`src/design/npbd_pkg.sv`:
```
// Shared types and constants for the nine-patch border decoder.
// No dependencies; every other design file imports this package.
package npbd_pkg;

    // Field widths of the stream items.
    localparam int PIXEL_W  = 32;
    localparam int DIM_W    = 13;
    localparam int MARGIN_W = 13;
    localparam int RESULT_BITS = PIXEL_W + 4 * MARGIN_W;
    localparam int TDATA_W  = ((RESULT_BITS + 7) / 8) * 8;
    localparam int PAD_W    = TDATA_W - RESULT_BITS;

    // Opaque black marks a stretch region on the border.
    localparam logic [PIXEL_W-1:0] MARKER_PIXEL = 32'hFF00_0000;

    // Configuration register indexes.
    localparam int CFG_ADDR_W = 1;
    localparam logic [CFG_ADDR_W-1:0] REG_IMAGE_WIDTH  = 1'b0;
    localparam logic [CFG_ADDR_W-1:0] REG_IMAGE_HEIGHT = 1'b1;

    // Reset value of both dimension registers.
    localparam logic [DIM_W-1:0] DIM_RESET = 13'd16;

    // Progress of the search for the first marker run.
    typedef enum logic [1:0] {
        SCAN_SEARCHING,
        SCAN_IN_RUN,
        SCAN_DONE
    } scan_phase_t;

    // What a result item carries.
    typedef enum logic {
        KIND_PIXEL,
        KIND_MARGINS
    } kind_t;

    // One result item.
    typedef struct packed {
        kind_t                       kind;
        logic [PIXEL_W-1:0]          pixel_out;
        logic signed [MARGIN_W-1:0]  left_margin;
        logic signed [MARGIN_W-1:0]  right_margin;
        logic signed [MARGIN_W-1:0]  top_margin;
        logic signed [MARGIN_W-1:0]  bottom_margin;
    } result_t;

endpackage

```
`src/design/npbd_scan.sv`:
```
// Marker run scanner: finds the first run of marker pixels along one border line.
// Depends on npbd_pkg for the scan phase type.
module npbd_scan import npbd_pkg::*; #(
    parameter int POS_W = 12
) (
    input  logic             aclk,
    input  logic             aresetn,
    input  logic             clear,
    input  logic             step,
    input  logic [POS_W-1:0] pos,
    input  logic             marker,
    output logic [POS_W-1:0] run_start,
    output logic [POS_W-1:0] run_stop
);

    scan_phase_t      phase_reg, phase_next;
    logic [POS_W-1:0] start_reg, start_next;
    logic [POS_W-1:0] stop_reg, stop_next;

    // Phase advances on the first marker and then on the first non-marker.
    always_comb begin
        phase_next = phase_reg;
        if (clear) begin
            phase_next = SCAN_SEARCHING;
        end else if (step) begin
            case (phase_reg)
                SCAN_SEARCHING: if (marker) phase_next = SCAN_IN_RUN;
                SCAN_IN_RUN:    if (!marker) phase_next = SCAN_DONE;
                SCAN_DONE:      phase_next = SCAN_DONE;
                default:        phase_next = SCAN_DONE;
            endcase
        end
    end

    // Positions are captured on the phase changes.
    always_comb begin
        start_next = start_reg;
        stop_next  = stop_reg;
        if (clear) begin
            start_next = '0;
            stop_next  = '0;
        end else if (step) begin
            case (phase_reg)
                SCAN_SEARCHING: if (marker) start_next = pos;
                SCAN_IN_RUN:    if (!marker) stop_next = pos;
                default:        ;
            endcase
        end
    end

    always_ff @(posedge aclk) begin
        if (!aresetn) begin
            phase_reg <= SCAN_SEARCHING;
            start_reg <= '0;
            stop_reg  <= '0;
        end else begin
            phase_reg <= phase_next;
            start_reg <= start_next;
            stop_reg  <= stop_next;
        end
    end

    assign run_start = start_reg;
    assign run_stop  = stop_reg;

endmodule

```
`src/design/npbd_out_buf.sv`:
```
// Result register with a skid stage, so the input side can hand over one
// more result after the receiver stalls. Depends on npbd_pkg for the result type.
module npbd_out_buf import npbd_pkg::*; (
    input  logic    aclk,
    input  logic    aresetn,
    input  logic    in_valid,
    input  result_t in_data,
    output logic    in_ready,
    output logic    out_valid,
    input  logic    out_ready,
    output result_t out_data
);

    logic    out_valid_reg, out_valid_next;
    logic    skid_valid_reg, skid_valid_next;
    result_t out_data_reg, out_data_next;
    result_t skid_data_reg, skid_data_next;
    logic    taken;

    assign taken = out_valid_reg && out_ready;

    // The skid stage drains first; new results go to whichever stage is free.
    always_comb begin
        out_valid_next  = out_valid_reg;
        skid_valid_next = skid_valid_reg;
        out_data_next   = out_data_reg;
        skid_data_next  = skid_data_reg;
        if (skid_valid_reg) begin
            if (taken) begin
                out_data_next   = skid_data_reg;
                skid_valid_next = 1'b0;
            end
        end else if (in_valid) begin
            if (!out_valid_reg || taken) begin
                out_data_next  = in_data;
                out_valid_next = 1'b1;
            end else begin
                skid_data_next  = in_data;
                skid_valid_next = 1'b1;
            end
        end else if (taken) begin
            out_valid_next = 1'b0;
        end
    end

    always_ff @(posedge aclk) begin
        if (!aresetn) begin
            out_valid_reg  <= 1'b0;
            skid_valid_reg <= 1'b0;
        end else begin
            out_valid_reg  <= out_valid_next;
            skid_valid_reg <= skid_valid_next;
        end
    end

    always_ff @(posedge aclk) begin
        out_data_reg  <= out_data_next;
        skid_data_reg <= skid_data_next;
    end

    assign in_ready  = !skid_valid_reg;
    assign out_valid = out_valid_reg;
    assign out_data  = out_data_reg;

endmodule

```
`src/design/nine_patch_border_decode.sv`:
```
// Top level of the nine-patch border decoder: position counters, border
// scanners and result formatting. Depends on npbd_pkg, npbd_scan, npbd_out_buf.
//
// Usage:
// Pixels enter on the s_ stream in raster order, one pixel per request,
// image_width by image_height pixels including the one-pixel border.
// Interior pixels leave on the m_ stream with m_tuser low. The border is
// dropped, except that the last pixel of the image produces one margin
// report (m_tuser high) with the left, right, top and bottom stretch
// margins taken from the first marker run of the top row and first column.
// Throughput is one pixel per cycle while the receiver keeps up; each
// pixel is handled in the cycle it is accepted and its result is then
// registered in the output register, or in the skid stage on a stall.
// When the receiver stalls, a skid stage holds one more result, so
// s_tready drops once that stage fills, and rises again once the
// backlog moves. Reset clears the counters and scans, empties the output
// stages and sets both dimensions to 16. Writing either dimension register
// restarts the image; write only while the block is idle.
module nine_patch_border_decode import npbd_pkg::*; #(
    parameter int MAX_DIMENSION = 4096
) (
    input  logic                  aclk,
    input  logic                  aresetn,
    // Configuration write port.
    input  logic                  cfg_wr_en,
    input  logic [CFG_ADDR_W-1:0] cfg_addr,
    input  logic [DIM_W-1:0]      cfg_wdata,
    // Pixel input stream.
    input  logic                  s_tvalid,
    output logic                  s_tready,
    input  logic [PIXEL_W-1:0]    s_tdata,   // [31:0] pixel
    // Result stream.
    output logic                  m_tvalid,
    input  logic                  m_tready,
    // [31:0] pixel_out, [44:32] left_margin, [57:45] right_margin,
    // [70:58] top_margin, [83:71] bottom_margin, [87:84] zero
    output logic [TDATA_W-1:0]    m_tdata,
    output logic                  m_tuser    // [0] kind
);

    localparam int POS_W   = $clog2(MAX_DIMENSION);
    localparam int CAP_INT = (MAX_DIMENSION > 8191) ? 8191 : MAX_DIMENSION;
    localparam logic [DIM_W-1:0] DIM_CAP = CAP_INT[DIM_W-1:0];
    localparam logic [DIM_W-1:0] DIM_MIN = 13'd3;

    // Saturate a dimension to the supported range.
    function automatic logic [DIM_W-1:0] clamp_dim(input logic [DIM_W-1:0] v);
        logic [DIM_W-1:0] r;
        r = v;
        if (v < DIM_MIN) begin
            r = DIM_MIN;
        end else if (v > DIM_CAP) begin
            r = DIM_CAP;
        end
        return r;
    endfunction

    logic [DIM_W-1:0] width_reg, width_next;
    logic [DIM_W-1:0] height_reg, height_next;
    logic [POS_W-1:0] col_reg, col_next;
    logic [POS_W-1:0] row_reg, row_next;
    logic [DIM_W-1:0] width_last, height_last;
    logic [POS_W-1:0] row_start, row_stop, col_start, col_stop;
    logic             accept, marker, last_col, last_row, interior, frame_end;
    logic             frame_clear, result_valid, buf_ready;
    result_t          result, m_result;

    assign accept = s_tvalid && s_tready;
    assign marker = (s_tdata == MARKER_PIXEL);

    // Clamped dimensions, held from the last write.
    always_comb begin
        width_next  = width_reg;
        height_next = height_reg;
        if (cfg_wr_en) begin
            case (cfg_addr)
                REG_IMAGE_WIDTH:  width_next  = clamp_dim(cfg_wdata);
                REG_IMAGE_HEIGHT: height_next = clamp_dim(cfg_wdata);
                default:          ;
            endcase
        end
    end

    always_ff @(posedge aclk) begin
        if (!aresetn) begin
            width_reg  <= clamp_dim(DIM_RESET);
            height_reg <= clamp_dim(DIM_RESET);
        end else begin
            width_reg  <= width_next;
            height_reg <= height_next;
        end
    end

    // Raster position of the pixel now at the input.
    assign width_last  = width_reg - 13'd1;
    assign height_last = height_reg - 13'd1;
    assign last_col    = (DIM_W'(col_reg) >= width_last);
    assign last_row    = (DIM_W'(row_reg) >= height_last);
    assign interior    = (row_reg != '0) && !last_row && (col_reg != '0) && !last_col;
    assign frame_end   = last_col && last_row;
    assign frame_clear = cfg_wr_en || (accept && frame_end);

    always_comb begin
        col_next = col_reg;
        row_next = row_reg;
        if (frame_clear) begin
            col_next = '0;
            row_next = '0;
        end else if (accept) begin
            if (last_col) begin
                col_next = '0;
                row_next = row_reg + POS_W'(1);
            end else begin
                col_next = col_reg + POS_W'(1);
            end
        end
    end

    always_ff @(posedge aclk) begin
        if (!aresetn) begin
            col_reg <= '0;
            row_reg <= '0;
        end else begin
            col_reg <= col_next;
            row_reg <= row_next;
        end
    end

    // Top row scanner, indexed by column.
    npbd_scan #(.POS_W(POS_W)) u_row_scan (
        .aclk      (aclk),
        .aresetn   (aresetn),
        .clear     (frame_clear),
        .step      (accept && (row_reg == '0)),
        .pos       (col_reg),
        .marker    (marker),
        .run_start (row_start),
        .run_stop  (row_stop)
    );

    // First column scanner, indexed by row.
    npbd_scan #(.POS_W(POS_W)) u_col_scan (
        .aclk      (aclk),
        .aresetn   (aresetn),
        .clear     (frame_clear),
        .step      (accept && (col_reg == '0)),
        .pos       (row_reg),
        .marker    (marker),
        .run_start (col_start),
        .run_stop  (col_stop)
    );

    // Format the result: a passed pixel or the margin report.
    always_comb begin
        result = '0;
        if (frame_end) begin
            result.kind          = KIND_MARGINS;
            result.left_margin   = DIM_W'(row_start) - 13'd1;
            result.right_margin  = width_reg - DIM_W'(row_stop) - 13'd1;
            result.top_margin    = DIM_W'(col_start) - 13'd1;
            result.bottom_margin = height_reg - DIM_W'(col_stop) - 13'd1;
        end else begin
            result.kind      = KIND_PIXEL;
            result.pixel_out = s_tdata;
        end
    end

    assign result_valid = accept && (interior || frame_end);

    npbd_out_buf u_out_buf (
        .aclk      (aclk),
        .aresetn   (aresetn),
        .in_valid  (result_valid),
        .in_data   (result),
        .in_ready  (buf_ready),
        .out_valid (m_tvalid),
        .out_ready (m_tready),
        .out_data  (m_result)
    );

    assign s_tready = buf_ready;
    assign m_tuser  = (m_result.kind == KIND_MARGINS);
    assign m_tdata  = {{PAD_W{1'b0}}, m_result.bottom_margin, m_result.top_margin,
                       m_result.right_margin, m_result.left_margin, m_result.pixel_out};

    // A held-off input means a result is waiting at the output.
    a_stall_has_output: assert property (@(posedge aclk) disable iff (!aresetn)
        !s_tready |-> m_tvalid)
        else $error("input stalled with no pending result");

    // The margin report never carries pixel data.
    a_report_no_pixel: assert property (@(posedge aclk) disable iff (!aresetn)
        (m_tvalid && m_tuser) |-> (m_tdata[31:0] == 32'd0))
        else $error("margin report carries pixel data");

    // The last pixel of an image restarts the raster position.
    a_frame_restart: assert property (@(posedge aclk) disable iff (!aresetn)
        (accept && frame_end && !cfg_wr_en) |=> ((col_reg == '0) && (row_reg == '0)))
        else $error("position not restarted after the last pixel");

    // The column position stays inside the configured width.
    a_col_in_range: assert property (@(posedge aclk) disable iff (!aresetn)
        DIM_W'(col_reg) <= width_last)
        else $error("column position beyond the image width");

endmodule

```
`config.mk`:
```
export PLATFORM = sky130hd
export DESIGN_NAME = nine_patch_border_decode
export DESIGN_NICKNAME = d
export VERILOG_FILES = /design/src/design/npbd_pkg.sv /design/src/design/npbd_scan.sv /design/src/design/npbd_out_buf.sv /design/src/design/nine_patch_border_decode.sv
export SDC_FILE = /design/constraint.sdc
export NUM_CORES = 1
export LEC_CHECK = 0
export BUFFER_PORTS_ARGS = -buffer_cell sky130_fd_sc_hd__buf_2
export CORE_MARGIN = 1
export CORE_UTILIZATION = 44
export CTS_CLUSTER_DIAMETER = 150
export DETAILED_ROUTE_END_ITERATION = 8
export PLACE_DENSITY_LB_ADDON = 0.15
export SLEW_MARGIN = 20
export SYNTH_ARGS = -nofsm -noshare
export SYNTH_HDL_FRONTEND = slang
export SYNTH_SLANG_ARGS = --single-unit
```
`constraint.sdc`:
```
create_clock -name aclk -period 29.6 [get_ports aclk]
set_input_delay 1.48 -clock aclk [delete_from_list [all_inputs] [get_ports aclk]]
set_output_delay 1.48 -clock aclk [all_outputs]
set_load 0.05 [all_outputs]
```
# Yosys cells after proc, flatten, opt, wreduce, memory -nomap -nowiden
# Index checks and enable logic that the tools add are counted.
# Widths: inputs -> output; s select.
# classes
add_sub_neg	10
order_cmp	4
eq_ne	9
n_mux	21
n_bitwise	5
reduce_logical	39
# ops
op	count
$mux 85	4
$mux 52	1
$sub 13x1->13 const B	4
$eq 32x32->1 const B	1
$mux 32	1
$reduce_and 3->1	9
$ge 12x13->1	2
$mux 13	2
$sub 12x1->13 const B	2
$sub 13x12->13	2
$add 12x1->12 const B	2
$logic_not 12->1	2
$reduce_bool 12->1	2
$gt 13x13->1 const B	1
$lt 13x2->1 const B	1
$mux 12	1
$logic_and 1x1->1	10
$mux 1	8
$pmux 2 s2	2
$ne 2x1->1 const B	3
$ne 2x2->1 const B	3
$reduce_and 2->1	3
$reduce_bool 2->1	3
$not 1->1	5
6 further kinds	14
# word_totals
regBits	274
in_bits	51
out_inout_bits	91
wordCells	112

# Longest topological paths before layout
# Gate-level depths: netlist of run 1.
# logic_depth
ltp_word	10
ltp_mapped	17
mapped_depth_nobuf	15

# Modules after synthesis
# Synthesis of run 1 repeated with hierarchy kept, for this count alone.
# unflattened
cells_unflattened	1220
hier_area_um2	13985.9
# by_module_without_submodules
module	instances	cells_per_inst	area_per_inst_um2	seq_area_each_um2
npbd_out_buf	1	279	6307.3	5144.9
nine_patch_border_decode	1	733	5331.4	1001.0
npbd_scan	2	104	1173.6	520.5

# Worst setup path before layout of run 1
# No wires, ideal clock.
# synth_timing
path_kind	reg-to-reg
from	reg width_reg[1]
to	reg u_out_buf.out_data_reg, in the netlist u_out_buf.out_data[0], enable pin
setup_time_ns	0.646
t_arrival_ns	8.875
required_ns	28.954
setup_slack_ns	20.079
stages_incl_launch_ff	15
n_path_buf	0
synth_period_minus_slack_ns	9.521
path_cell_list	dfxtp_1 -> inv_1 -> ha_1 -> or3b_1 -> nor3_1 -> nand2_1 -> xor2_1 -> ha_1 -> a21oi_1 -> nor2b_1 -> a2111oi_0 -> o21a_1 -> o21ba_2 -> mux2i_1 -> o21ai_0
# synth_via
elab_chain_cells	8
elab_cells_between_ends	9
cone_classes	1 x add/sub; 1 x order compare; 7 x reduce/logical
# synth_rtl
item	line	rtl
start: declaration	nine_patch_border_decode.sv:58	logic [DIM_W-1:0] width_reg, width_next;
start signal: assignment	nine_patch_border_decode.sv:86	width_reg <= clamp_dim(DIM_RESET);
start signal: assignment	nine_patch_border_decode.sv:89	width_reg <= width_next;
$sub 13x1->13 *	nine_patch_border_decode.sv:95	assign width_last = width_reg - 13'd1;
$ge 12x13->1 *	nine_patch_border_decode.sv:97	assign last_col = (DIM_W'(col_reg) >= width_last);
$logic_not 1->1	nine_patch_border_decode.sv:99	assign interior = (row_reg != '0) && !last_row && (col_reg != '0) && !last_col;
$logic_and 1x1->1	nine_patch_border_decode.sv:99	
$logic_or 1x1->1 *	nine_patch_border_decode.sv:168	assign result_valid = accept && (interior || frame_end);
$logic_and 1x1->1 *	nine_patch_border_decode.sv:168	
$reduce_bool 2->1 (no source line) *	--	
$reduce_and 3->1 (no source line) *	--	
end signal: assignment	npbd_out_buf.sv:57	out_data_reg <= out_data_next;
end: declaration	npbd_out_buf.sv:16	result_t out_data_reg, out_data_next;
# Mark *: on every way between the ends. The rest lies on a longest branch, timed or not.
# A chain may end at the register's enable or synchronous reset.

==> results of run 1 <==
worst max path at each step:
| stage | to | slack, ns | cells past startpoint |
|---|---|---|---|
| final | u_out_buf.out_data[69]$_DFFE_PP_ | 23.64 | 15 |
| after global routing | u_out_buf.out_data[58]$_DFFE_PP_ | 22.90 | 15 |
| after CTS | u_out_buf.out_data[58]$_DFFE_PP_ | 24.02 | 15 |
| after detailed placement | u_out_buf.out_data[58]$_DFFE_PP_ | 24.03 | 15 |
| after global placement | u_out_buf.out_data[77]$_DFFE_PP_ | 24.12 | 15 |
| after floorplan | u_out_buf.out_data[0]$_DFFE_PP_ | 20.08 | 14 |
cell type report:
cell class	count	area (µm²)
clock buffer	41	833.3
multi-input combinational	898	5867
clock inverter	14	177.7
tap	396	495.5
inverter	84	316.6
timing repair buffer	143	754.5
fill	2841	14950
sequential	274	7191
cells by family (layout without fill, tap and decap cells):
group / Yosys count / after routing
simple gates: 507 / 507
compound gates: 193 / 193
buf+inv: 156 / 282
fa+ha+maj: 58 / 58
other cells: 1 / 4
flops: 274 / 274
mux: 61 / 61
xor+xnor: 75 / 75
per-stage QoR:
stage | instance area, µm² | hold slack (ns)
6_report | 15640 | 0.4866
5_1_grt | 15640 | 0.4985
4_1_cts | 15600 | 0.4843
3_5_place_dp | 14590 | 0.4748
3_3_place_gp | 14590 | 0.4624
2_1_floorplan | 13670 | 0.4501
worst reg2reg max path, cell delays in order, from the launching register on:
cell and delay (ns):
dfxtp_1 0.34, inv_1 0.11, ha_1 0.18, or3b_1 0.41, nor3_1 0.32, nand2_1 0.12, xor2_1 0.16, ha_1 0.30
a21oi_1 0.16, nor2b_1 0.07, a2111oi_0 0.54, o21a_1 0.64, nor2_4 0.19, nand2_4 0.69, clkinv_2 0.97, o31ai_1 0.55
per-layer routing:
metal,vias up,GRT usage
met5,-,0
li1,4877,-
met3,38,0.02621
met4,2,0.04732
met1,4588,0.2938
met2,225,0.3098
placed cells by master, fill, tap and decap left out, types with 23 or more instances in the layout:
| cell type | n |
|---|---|
| mux2i_1 | 49 |
| clkbuf_16 | 31 |
| dfxtp_1 | 103 |
| nand2_1 | 165 |
| ha_1 | 56 |
| buf_2 | 137 |
| a21boi_0 | 25 |
| inv_1 | 83 |
| a21oi_1 | 28 |
| edfxtp_1 | 170 |
| nor3_1 | 23 |
| o31ai_1 | 71 |
| nor2_1 | 180 |
| xnor2_1 | 53 |
power breakdown:
| part | total [mW] | switching, mW | internal, mW |
|---|---|---|---|
| combinational | 0.0496 | 0.0296 | 0.0200 |
| sequential | 0.406 | 0.00269 | 0.403 |
| clock | 0.379 | 0.148 | 0.231 |
==> results.sh, run 1 <==
export IMPL_fin_nets=1540
export IMPL_critPathCaptureType="register"
export IMPL_syn_area_per_cell_um2=10.31
export IMPL_routed_top_layer="met5"
export IMPL_hp_class="register to register"
export IMPL_yosysMostFrequentCell="nor2_1"
export IMPL_synth_cell_types=64
export IMPL_synth_area_um2=13660
export IMPL_drc=0
export IMPL_met2_length_um=13620
export IMPL_critPathMaxFanout=82
export IMPL_cts_tree="built"
export IMPL_post_place_ws_ns=24.03
export IMPL_postLayoutCoreUtil=0.5111
export IMPL_grt_pass1_wl_um=49560
export IMPL_critPathLaunchType="register"
export IMPL_die_h_um=178.2
export IMPL_synth_top_family_by_area="simple AND/OR/NAND/NOR gates"
export IMPL_fmax_mhz=167.9
export IMPL_synth_adder_area_share=0.05423
export IMPL_synthTopCellsByCount="nor2_1 (180), edfxtp_1 (170), nand2_1 (165), dfxtp_1 (104), inv_1 (83)"
export IMPL_worstHoldStart="u_row_scan.phase_reg[0]$_SDFFE_PP0P_"
export IMPL_crit_path_cell_trace="inv_1 > ha_1 > or3b_1 > nor3_1 > nand2_1 > xor2_1 > ha_1 > a21oi_1 > nor2b_1 > a2111oi_0 > o21a_1 > nor2_4 > nand2_4 > clkinv_2 > o31ai_1"
export IMPL_synthArstFlopShare=0
export IMPL_final_setup_skew_ns=0.01059
export IMPL_synth_seq_cells=274
export IMPL_synth_area_leaders="edfxtp_1 (37%), dfxtp_1 (15%), ha_1 (5.1%), nor2_1 (4.9%), nand2_1 (4.5%)"
export IMPL_grt_pass1_vias=9102
export IMPL_worstReg2RegStart="width_reg[1]$_SDFFE_PN0P_"
export IMPL_fin_crit_ns=5.956
export IMPL_powerDensity_nw_per_um2=53.41
export IMPL_design_core_area_um2=30590
export IMPL_ios=142
export IMPL_yosys_area_top_type_share=0.3738
export IMPL_p_leak_nw=5.763
export IMPL_via_per_inst=5.259
export IMPL_dp_hpwl_um=21700
export IMPL_cts_sinks=274
export IMPL_wl_met1_um=15520
export IMPL_worst_slack_ns=23.64
export IMPL_hold_end="u_row_scan.phase_reg[0]$_SDFFE_PP0P_"
export IMPL_maxCapViolCount=0
export IMPL_initial_utilization=0.4465
export IMPL_worst_slew_pin_slew_ns=0.9090
export IMPL_clk_latency_ns=0.54
export IMPL_reg2reg_to="u_out_buf.out_data[69]$_DFFE_PP_"
export IMPL_antenna_found_initial=1
export IMPL_drtIter0Drc=618
export IMPL_cp_arrival_ns=6.28
export IMPL_htreeDepth=1
export IMPL_dieArea_um2=31750
export IMPL_tns_ns=0
export IMPL_holdBufCountCts=0
export IMPL_synth_enable_flop_cells=170
export IMPL_cts_max_path_buffers=3
export IMPL_slowest_delay_ns=0.94
export IMPL_finalSetupViolations=0
export IMPL_rr_worst_depth=15
export IMPL_synth_ff_type="edfxtp_1"
export IMPL_synthMuxAreaShare=0.04580
export IMPL_clk_transition_reported_paths_ns=0.06
export IMPL_yosys_area_share_simple=0.1773
export IMPL_status="finished, final reports clean"
export IMPL_rrSetupSlack_ns=23.64
export IMPL_wl_met3_um=1475
export IMPL_fin_cells=1850
export IMPL_syn_inst=1325
export IMPL_yosysSeqAreaShare=0.5262
export IMPL_insertedDiodeCount=0
export IMPL_yosys_area_share_xor_xnor=0.04809
export IMPL_drt_total_wl_um=31140
export IMPL_die_w_um=178.2
export IMPL_wire_per_inst_um=16.83
export IMPL_path_common_cell="ha_1"
export IMPL_grt_setup_unrepaired="false"
export IMPL_synth_compound_area_share=0.1010
export IMPL_critPathKind="register to register"
export IMPL_grt_overflow_total=0
export IMPL_yosysTopAreaCell="edfxtp_1"
export IMPL_vias=9730
export IMPL_hold_path_depth=2
export IMPL_cp_top_family="compound AO/OA/AOI/OAI gates"
export IMPL_grt_max_degree=89
export IMPL_ant_nets=0
export IMPL_post_cts_buffers=0
export IMPL_cts_repair_resized=0
export IMPL_dr_pass1_iters=5
export IMPL_required_ns=29.93
export IMPL_hold_viol_final=0
export IMPL_root_buffer="clkbuf_16"
export IMPL_drive_above_1_share=0.1582
export IMPL_routabilityCongestion=0.8469
export IMPL_drv_slew=0
export IMPL_slew_headroom=0.3940
export IMPL_grt_total_usage=0.1994
export IMPL_ir_worst_vdd_uv=44.03
export IMPL_layout_worst_path_cycle_share=0.2012
export IMPL_numCtsBuffers=30
export IMPL_crit_path_top_delay_cell="clkinv_2"
export IMPL_dp_cells=1794
export IMPL_num_rows=64
export IMPL_worstSetupStartpoint="width_reg[1]$_SDFFE_PN0P_"
export IMPL_yosysWarnings=0
export IMPL_port_buffers=137
export IMPL_finalPower_mw=0.8351
export IMPL_cp_buffers_inverters=2
export IMPL_syn_to_final_growth_pct=14.47
(Power assumes the default switching activity.)
==> run 2, diff against run 1 <==
==> constraint.sdc (replaced) <==
create_clock -name aclk -period 5.9 [get_ports aclk]
set_input_delay 0.295 -clock aclk [delete_from_list [all_inputs] [get_ports aclk]]
set_output_delay 0.295 -clock aclk [all_outputs]
set_load 0.05 [all_outputs]
==> run 2 against run 1 <==
Net effect: register-to-register slack worse by 23 ns; worst setup slack worse by 23 ns; count of clock-buffer cells in the layout up 5; maximum frequency increased by 25%; critical endpoint is now u_out_buf.out_data[76]$_DFFE_PP_; largest power group unchanged; critical path type unchanged; sequential share of layout area is 0.063 points higher; power rose to 4.8 times the previous value; clock power rose to 4.6 times the previous value; combinational power grew to 5.0 times the previous value; via count down 0.48%; design area shrank 0.14%.
==> results.sh, run 2 (same netlist as run 1, synthesis figures left out) <==
export IMPL_clk_latency_ns=0.54
export IMPL_die_w_um=178.2
export IMPL_syn_to_final_growth_pct=14.32
export IMPL_slew_headroom=0.2956
export IMPL_maxCapViolCount=0
export IMPL_hold_viol_final=0
export IMPL_cp_top_family="simple AND/OR/NAND/NOR gates"
export IMPL_critPathLaunchType="register"
export IMPL_crit_path_cell_trace="inv_1 > ha_2 > or3b_4 > or3_4 > nor3_2 > xnor2_1 > ha_1 > a2111oi_2 > o21a_1 > nor2_4 > nand2_4 > inv_2 > o31ai_1"
export IMPL_dp_hpwl_um=22110
export IMPL_ios=142
export IMPL_post_cts_buffers=0
export IMPL_drv_slew=0
export IMPL_critPathMaxFanout=65
export IMPL_grt_pass1_wl_um=49420
export IMPL_grt_total_usage=0.1963
export IMPL_holdWs_ns=0.07427
export IMPL_numCtsBuffers=30
export IMPL_vias=9683
export IMPL_cp_arrival_ns=5.12
export IMPL_status="finished, final reports clean"
export IMPL_port_buffers=137
export IMPL_critPathCaptureType="register"
export IMPL_clk_transition_reported_paths_ns=0.06
export IMPL_num_rows=64
export IMPL_insertedDiodeCount=0
export IMPL_dieArea_um2=31750
export IMPL_final_common_cell="nor2_1"
export IMPL_drt_total_wl_um=31030
export IMPL_grt_max_degree=85
export IMPL_drc=0
export IMPL_design_core_area_um2=30590
export IMPL_fin_crit_ns=4.776
export IMPL_tns_ns=0
export IMPL_cts_sinks=274
export IMPL_p_leak_nw=5.733
export IMPL_layout_worst_path_cycle_share=0.8094
export IMPL_multiInputGateArea_um2=5898
export IMPL_cp_buffers_inverters=2
export IMPL_powerDensity_nw_per_um2=258.5
export IMPL_htreeDepth=1
export IMPL_ant_nets=0
export IMPL_grt_setup_unrepaired="false"
export IMPL_cts_tree="built"
export IMPL_slowest_delay_ns=0.64
export IMPL_hp_class="input port to register"
export IMPL_layout_common_cells="nor2_1 (180), edfxtp_1 (170), nand2_1 (165)"
export IMPL_cts_max_path_buffers=3
export IMPL_grt_pass1_vias=9187
export IMPL_drtIter0Drc=523
export IMPL_die_h_um=178.2
export IMPL_routabilityCongestion=0.8111
export IMPL_root_buffer="clkbuf_16"
export IMPL_dr_pass1_iters=5
export IMPL_initial_utilization=0.4465
export IMPL_cts_repair_resized=0
export IMPL_worst_slew_pin_slew_ns=1.057
export IMPL_wire_per_inst_um=16.73
export IMPL_fmax_mhz=209.4
export IMPL_fin_nets=1543
export IMPL_critPathKind="register to register"
export IMPL_finalSetupViolations=0
export IMPL_via_per_inst=5.223
export IMPL_drive_above_1_share=0.1584
export IMPL_seq_area_um2=7191
export IMPL_antenna_found_initial=1
export IMPL_required_ns=6.24
export IMPL_holdBufCountCts=0
export IMPL_fillers=2855
export IMPL_grt_overflow_total=0
export IMPL_final_setup_skew_ns=0.01213
export IMPL_crit_path_top_delay_cell="o21a_1"
export IMPL_ir_worst_vdd_uv=206.3
[run 2: report_power, final]
part | switching (mW) | leakage, nW | internal (mW) | total, mW
Combinational | 0.148 | 3.07 | 0.102 | 0.250
Sequential | 0.0151 | 2.22 | 2.02 | 2.04
Clock | 0.728 | 0.443 | 1.02 | 1.75
Total | 0.891 | 5.73 | 3.14 | 4.04
[run 2: metrics by stage]
stage | setup WS, ns | std cells | power, mW | instance area [µm²] | utilization
after floorplan | 0.00003553 | 1328 | 2.256 | 13710 | -
after global placement | 1.318 | 1798 | 2.324 | 14700 | 0.4807
after detailed placement | 1.132 | 1798 | 2.329 | 14700 | 0.4807
after CTS | 1.100 | 1854 | 4.074 | 15610 | 0.5104
after global routing | 0.6347 | 1854 | 4.178 | 15610 | 0.5104
final | 1.124 | 1854 | 4.035 | 15610 | 0.5104
[run 2: metal layers]
| layer | vias up | track usage | part of all wire |
|---|---|---|---|
| li1 | 4896 | - | - |
| met1 | 4523 | 0.2831 | 0.50 |
| met2 | 223 | 0.3119 | 0.44 |
| met3 | 39 | 0.02920 | 0.050 |
| met4 | 2 | 0.03990 | 0.013 |
| met5 | - | 0 | 0.00055 |
[run 2: worst min-delay path: stages]
cell	delay, ns
buf_2	0.13
nand3_1	0.08
o21ai_0	0.07
[run 2: area by class of cell]
cell class                      count  area share
Inverter                           84     0.02019
Tap cell                          396     0.03173
Timing Repair Buffer              146     0.05145
Sequential cell                   274      0.4605
Multi-Input combinational cell    898      0.3778
Clock buffer                       46     0.05393
Clock inverter                     10    0.004407
[run 2: final timing paths]
| check | start | end | slack [ns] | depth (start not counted) |
|---|---|---|---|---|
| max | width_reg[0]$_SDFFE_PN0P_ | u_out_buf.out_data[76]$_DFFE_PP_ | 1.12 | 13 |
| min | s_tvalid | u_out_buf.skid_valid_reg$_SDFF_PN0_ | 0.07 | 3 |
| max reg2reg | width_reg[0]$_SDFFE_PN0P_ | u_out_buf.out_data[76]$_DFFE_PP_ | 1.12 | 13 |
| min reg2reg | u_col_scan.run_stop[8]$_SDFFE_PP0P_ | u_col_scan.run_stop[8]$_SDFFE_PP0P_ | 0.49 | 2 |
==> run 3, diff against run 2 <==
==> constraint.sdc (replaced) <==
create_clock -name aclk -period 4.8 [get_ports aclk]
set_input_delay 0.24 -clock aclk [delete_from_list [all_inputs] [get_ports aclk]]
set_output_delay 0.24 -clock aclk [all_outputs]
set_load 0.05 [all_outputs]
==> run 3 against run 2 <==
Net effect: register-to-register slack worse by 0.64 ns; die area stayed put; non-clock buffer count is 4 higher.
==> results.sh, run 3 (same netlist as run 1, synthesis figures left out) <==
export IMPL_pwr_share_clk=0.460
export IMPL_port_buffers=137
export IMPL_maxCapViolCount=0
export IMPL_die_w_um=178.2
export IMPL_drtIter0Drc=534
export IMPL_grt_total_usage=0.1914
export IMPL_hold_viol_final=0
export IMPL_clk_transition_reported_paths_ns=0.06
export IMPL_tns_ns=0
export IMPL_cts_tree="built"
export IMPL_fmax_mhz=231.7
export IMPL_power_switching_mw=1.123
export IMPL_root_buffer="clkbuf_16"
export IMPL_cp_arrival_ns=4.66
export IMPL_required_ns=5.14
export IMPL_powerDensity_nw_per_um2=330.4
export IMPL_grt_setup_unrepaired="false"
export IMPL_p_comb_frac=0.059
export IMPL_final_setup_skew_ns=0.01265
export IMPL_finalSetupViolations=0
export IMPL_final_common_cell="nor2_1"
export IMPL_grt_overflow_total=0
export IMPL_post_cts_buffers=0
export IMPL_p_sw_frac=0.2153
export IMPL_crit_path_top_delay_cell="clkinv_2"
export IMPL_ir_worst_vdd_uv=261.5
export IMPL_grt_met1_usage=0.2746
export IMPL_via_per_inst=5.241
export IMPL_slowest_delay_ns=0.62
export IMPL_dp_hpwl_um=21790
export IMPL_p_leak_nw=5.831
export IMPL_drc=0
export IMPL_holdBufCountCts=0
export IMPL_syn_to_final_growth_pct=15.58
export IMPL_wire_per_inst_um=16.48
export IMPL_crit_path_cell_trace="nor3_1 > nand2b_1 > or3_1 > nor2_1 > xnor2_1 > ha_1 > a21oi_1 > nand2_1 > a2111oi_2 > o21a_1 > buf_4 > nor2_4 > nand2_4 > clkinv_2 > o31ai_1"
export IMPL_worst_slew_pin_slew_ns=0.8571
export IMPL_post_route_cell_area_um2=15790
export IMPL_vias=9743
export IMPL_cts_max_path_buffers=3
export IMPL_fillers=2813
export IMPL_cts_repair_resized=0
export IMPL_pwr_share_seq=0.481
export IMPL_worst_slack_ns=0.4844
export IMPL_placed_cell_area_um2=14740
export IMPL_hp_class="input port to register"
export IMPL_critPathLaunchType="register"
export IMPL_slew_headroom=0.4286
export IMPL_drt_total_wl_um=30630
export IMPL_grt_max_degree=95
export IMPL_p_int_mw=4.092
export IMPL_antenna_found_initial=1
export IMPL_drive_above_1_share=0.1716
export IMPL_htreeDepth=1
export IMPL_cts_sinks=274
export IMPL_num_rows=64
export IMPL_post_place_ws_ns=0.8222
export IMPL_status="finished, final reports clean"
export IMPL_die_h_um=178.2
export IMPL_design_core_area_um2=30590
export IMPL_layout_worst_path_cycle_share=0.8991
export IMPL_critPathMaxFanout=65
export IMPL_grt_pass1_vias=9038
export IMPL_initial_utilization=0.4465
export IMPL_drv_slew=0
export IMPL_routabilityCongestion=0.8320
export IMPL_ant_nets=0
export IMPL_met3_usage=0.03474
export IMPL_fin_crit_ns=4.316
export IMPL_clk_latency_ns=0.55
export IMPL_grt_busiest_layer="met2"
export IMPL_ios=142
export IMPL_layout_common_cells="nor2_1 (180), edfxtp_1 (170), nand2_1 (165)"
export IMPL_fin_nets=1548
export IMPL_grt_pass1_wl_um=48080
export IMPL_insertedDiodeCount=0
export IMPL_grt_use_met2=0.2994
export IMPL_dr_pass1_iters=5
export IMPL_numCtsBuffers=31
export IMPL_dieArea_um2=31750
export IMPL_critPathKind="register to register"
export IMPL_critPathCaptureType="register"
export IMPL_finalPower_mw=5.215
-- run 3: cell count changes in the layout (fill, tap and decap cells not counted), sizes merged --
cell,change
clkbuf,-5
buf,+4
bufinv,+3
clkinv,+2
clkinvlp,+1
-- run 3: path summary, 6_finish.rpt --
check	from	to	slack [ns]	cells after the start
hold reg to reg	u_row_scan.phase_reg[0]$_SDFFE_PP0P_	u_row_scan.phase_reg[0]$_SDFFE_PP0P_	0.48	2
setup / recovery	width_reg[0]$_SDFFE_PN0P_	u_out_buf.out_data[52]$_DFFE_PP_	0.48	15
hold / removal	s_tdata[14]	u_out_buf.skid_data_reg[66]$_DFFE_PP_	0.04	3
setup reg to reg	width_reg[0]$_SDFFE_PN0P_	u_out_buf.out_data[52]$_DFFE_PP_	0.48	15
-- run 3: area by class of cell --
cell class,count,area (µm²),area share
clock inverters,16,180.2,0.01141
inverters,84,316.6,0.02005
repair buffers,150,808.3,0.05120
well taps,396,495.5,0.03139
multi-input cells,898,5923,0.3752
clock buffers,41,869.6,0.05508
flip-flops and latches,274,7193,0.4557
-- run 3: critical path: cells and delay by family, from the launching register on --
kind,cells,cell delay (ns)
compound gates,4,1.30
simple gates,7,1.14
xor+xnor,1,0.14
fa+ha+maj,1,0.29
flops,1,0.34
buf+inv,2,0.87
-- run 3: power by group through the flow --
stage | registers [mW] | logic [mW] | clock network [mW]
5_1_grt | 2.51 | 0.345 | 2.54
3_3_place_gp | 2.56 | 0.303 | 0
4_1_cts | 2.51 | 0.311 | 2.47
2_1_floorplan | 2.55 | 0.226 | 0
3_5_place_dp | 2.56 | 0.310 | 0
6_report | 2.51 | 0.310 | 2.40
-- run 3: metrics by stage --
stage | cells | hold WS [ns] | util
after floorplan | 1328 | 0.4065 | -
after global placement | 1802 | 0.4611 | 0.4817
after detailed placement | 1802 | 0.4738 | 0.4817
after CTS | 1859 | 0.01033 | 0.5160
after global routing | 1859 | 0.03072 | 0.5161
final | 1859 | 0.04087 | 0.5161
-- run 3: routing by layer --
metal	part of all wire	vias to the layer above
met5	0.00042	-
li1	-	4899
met2	0.43	261
met1	0.49	4527
met4	0.018	2
met3	0.064	54
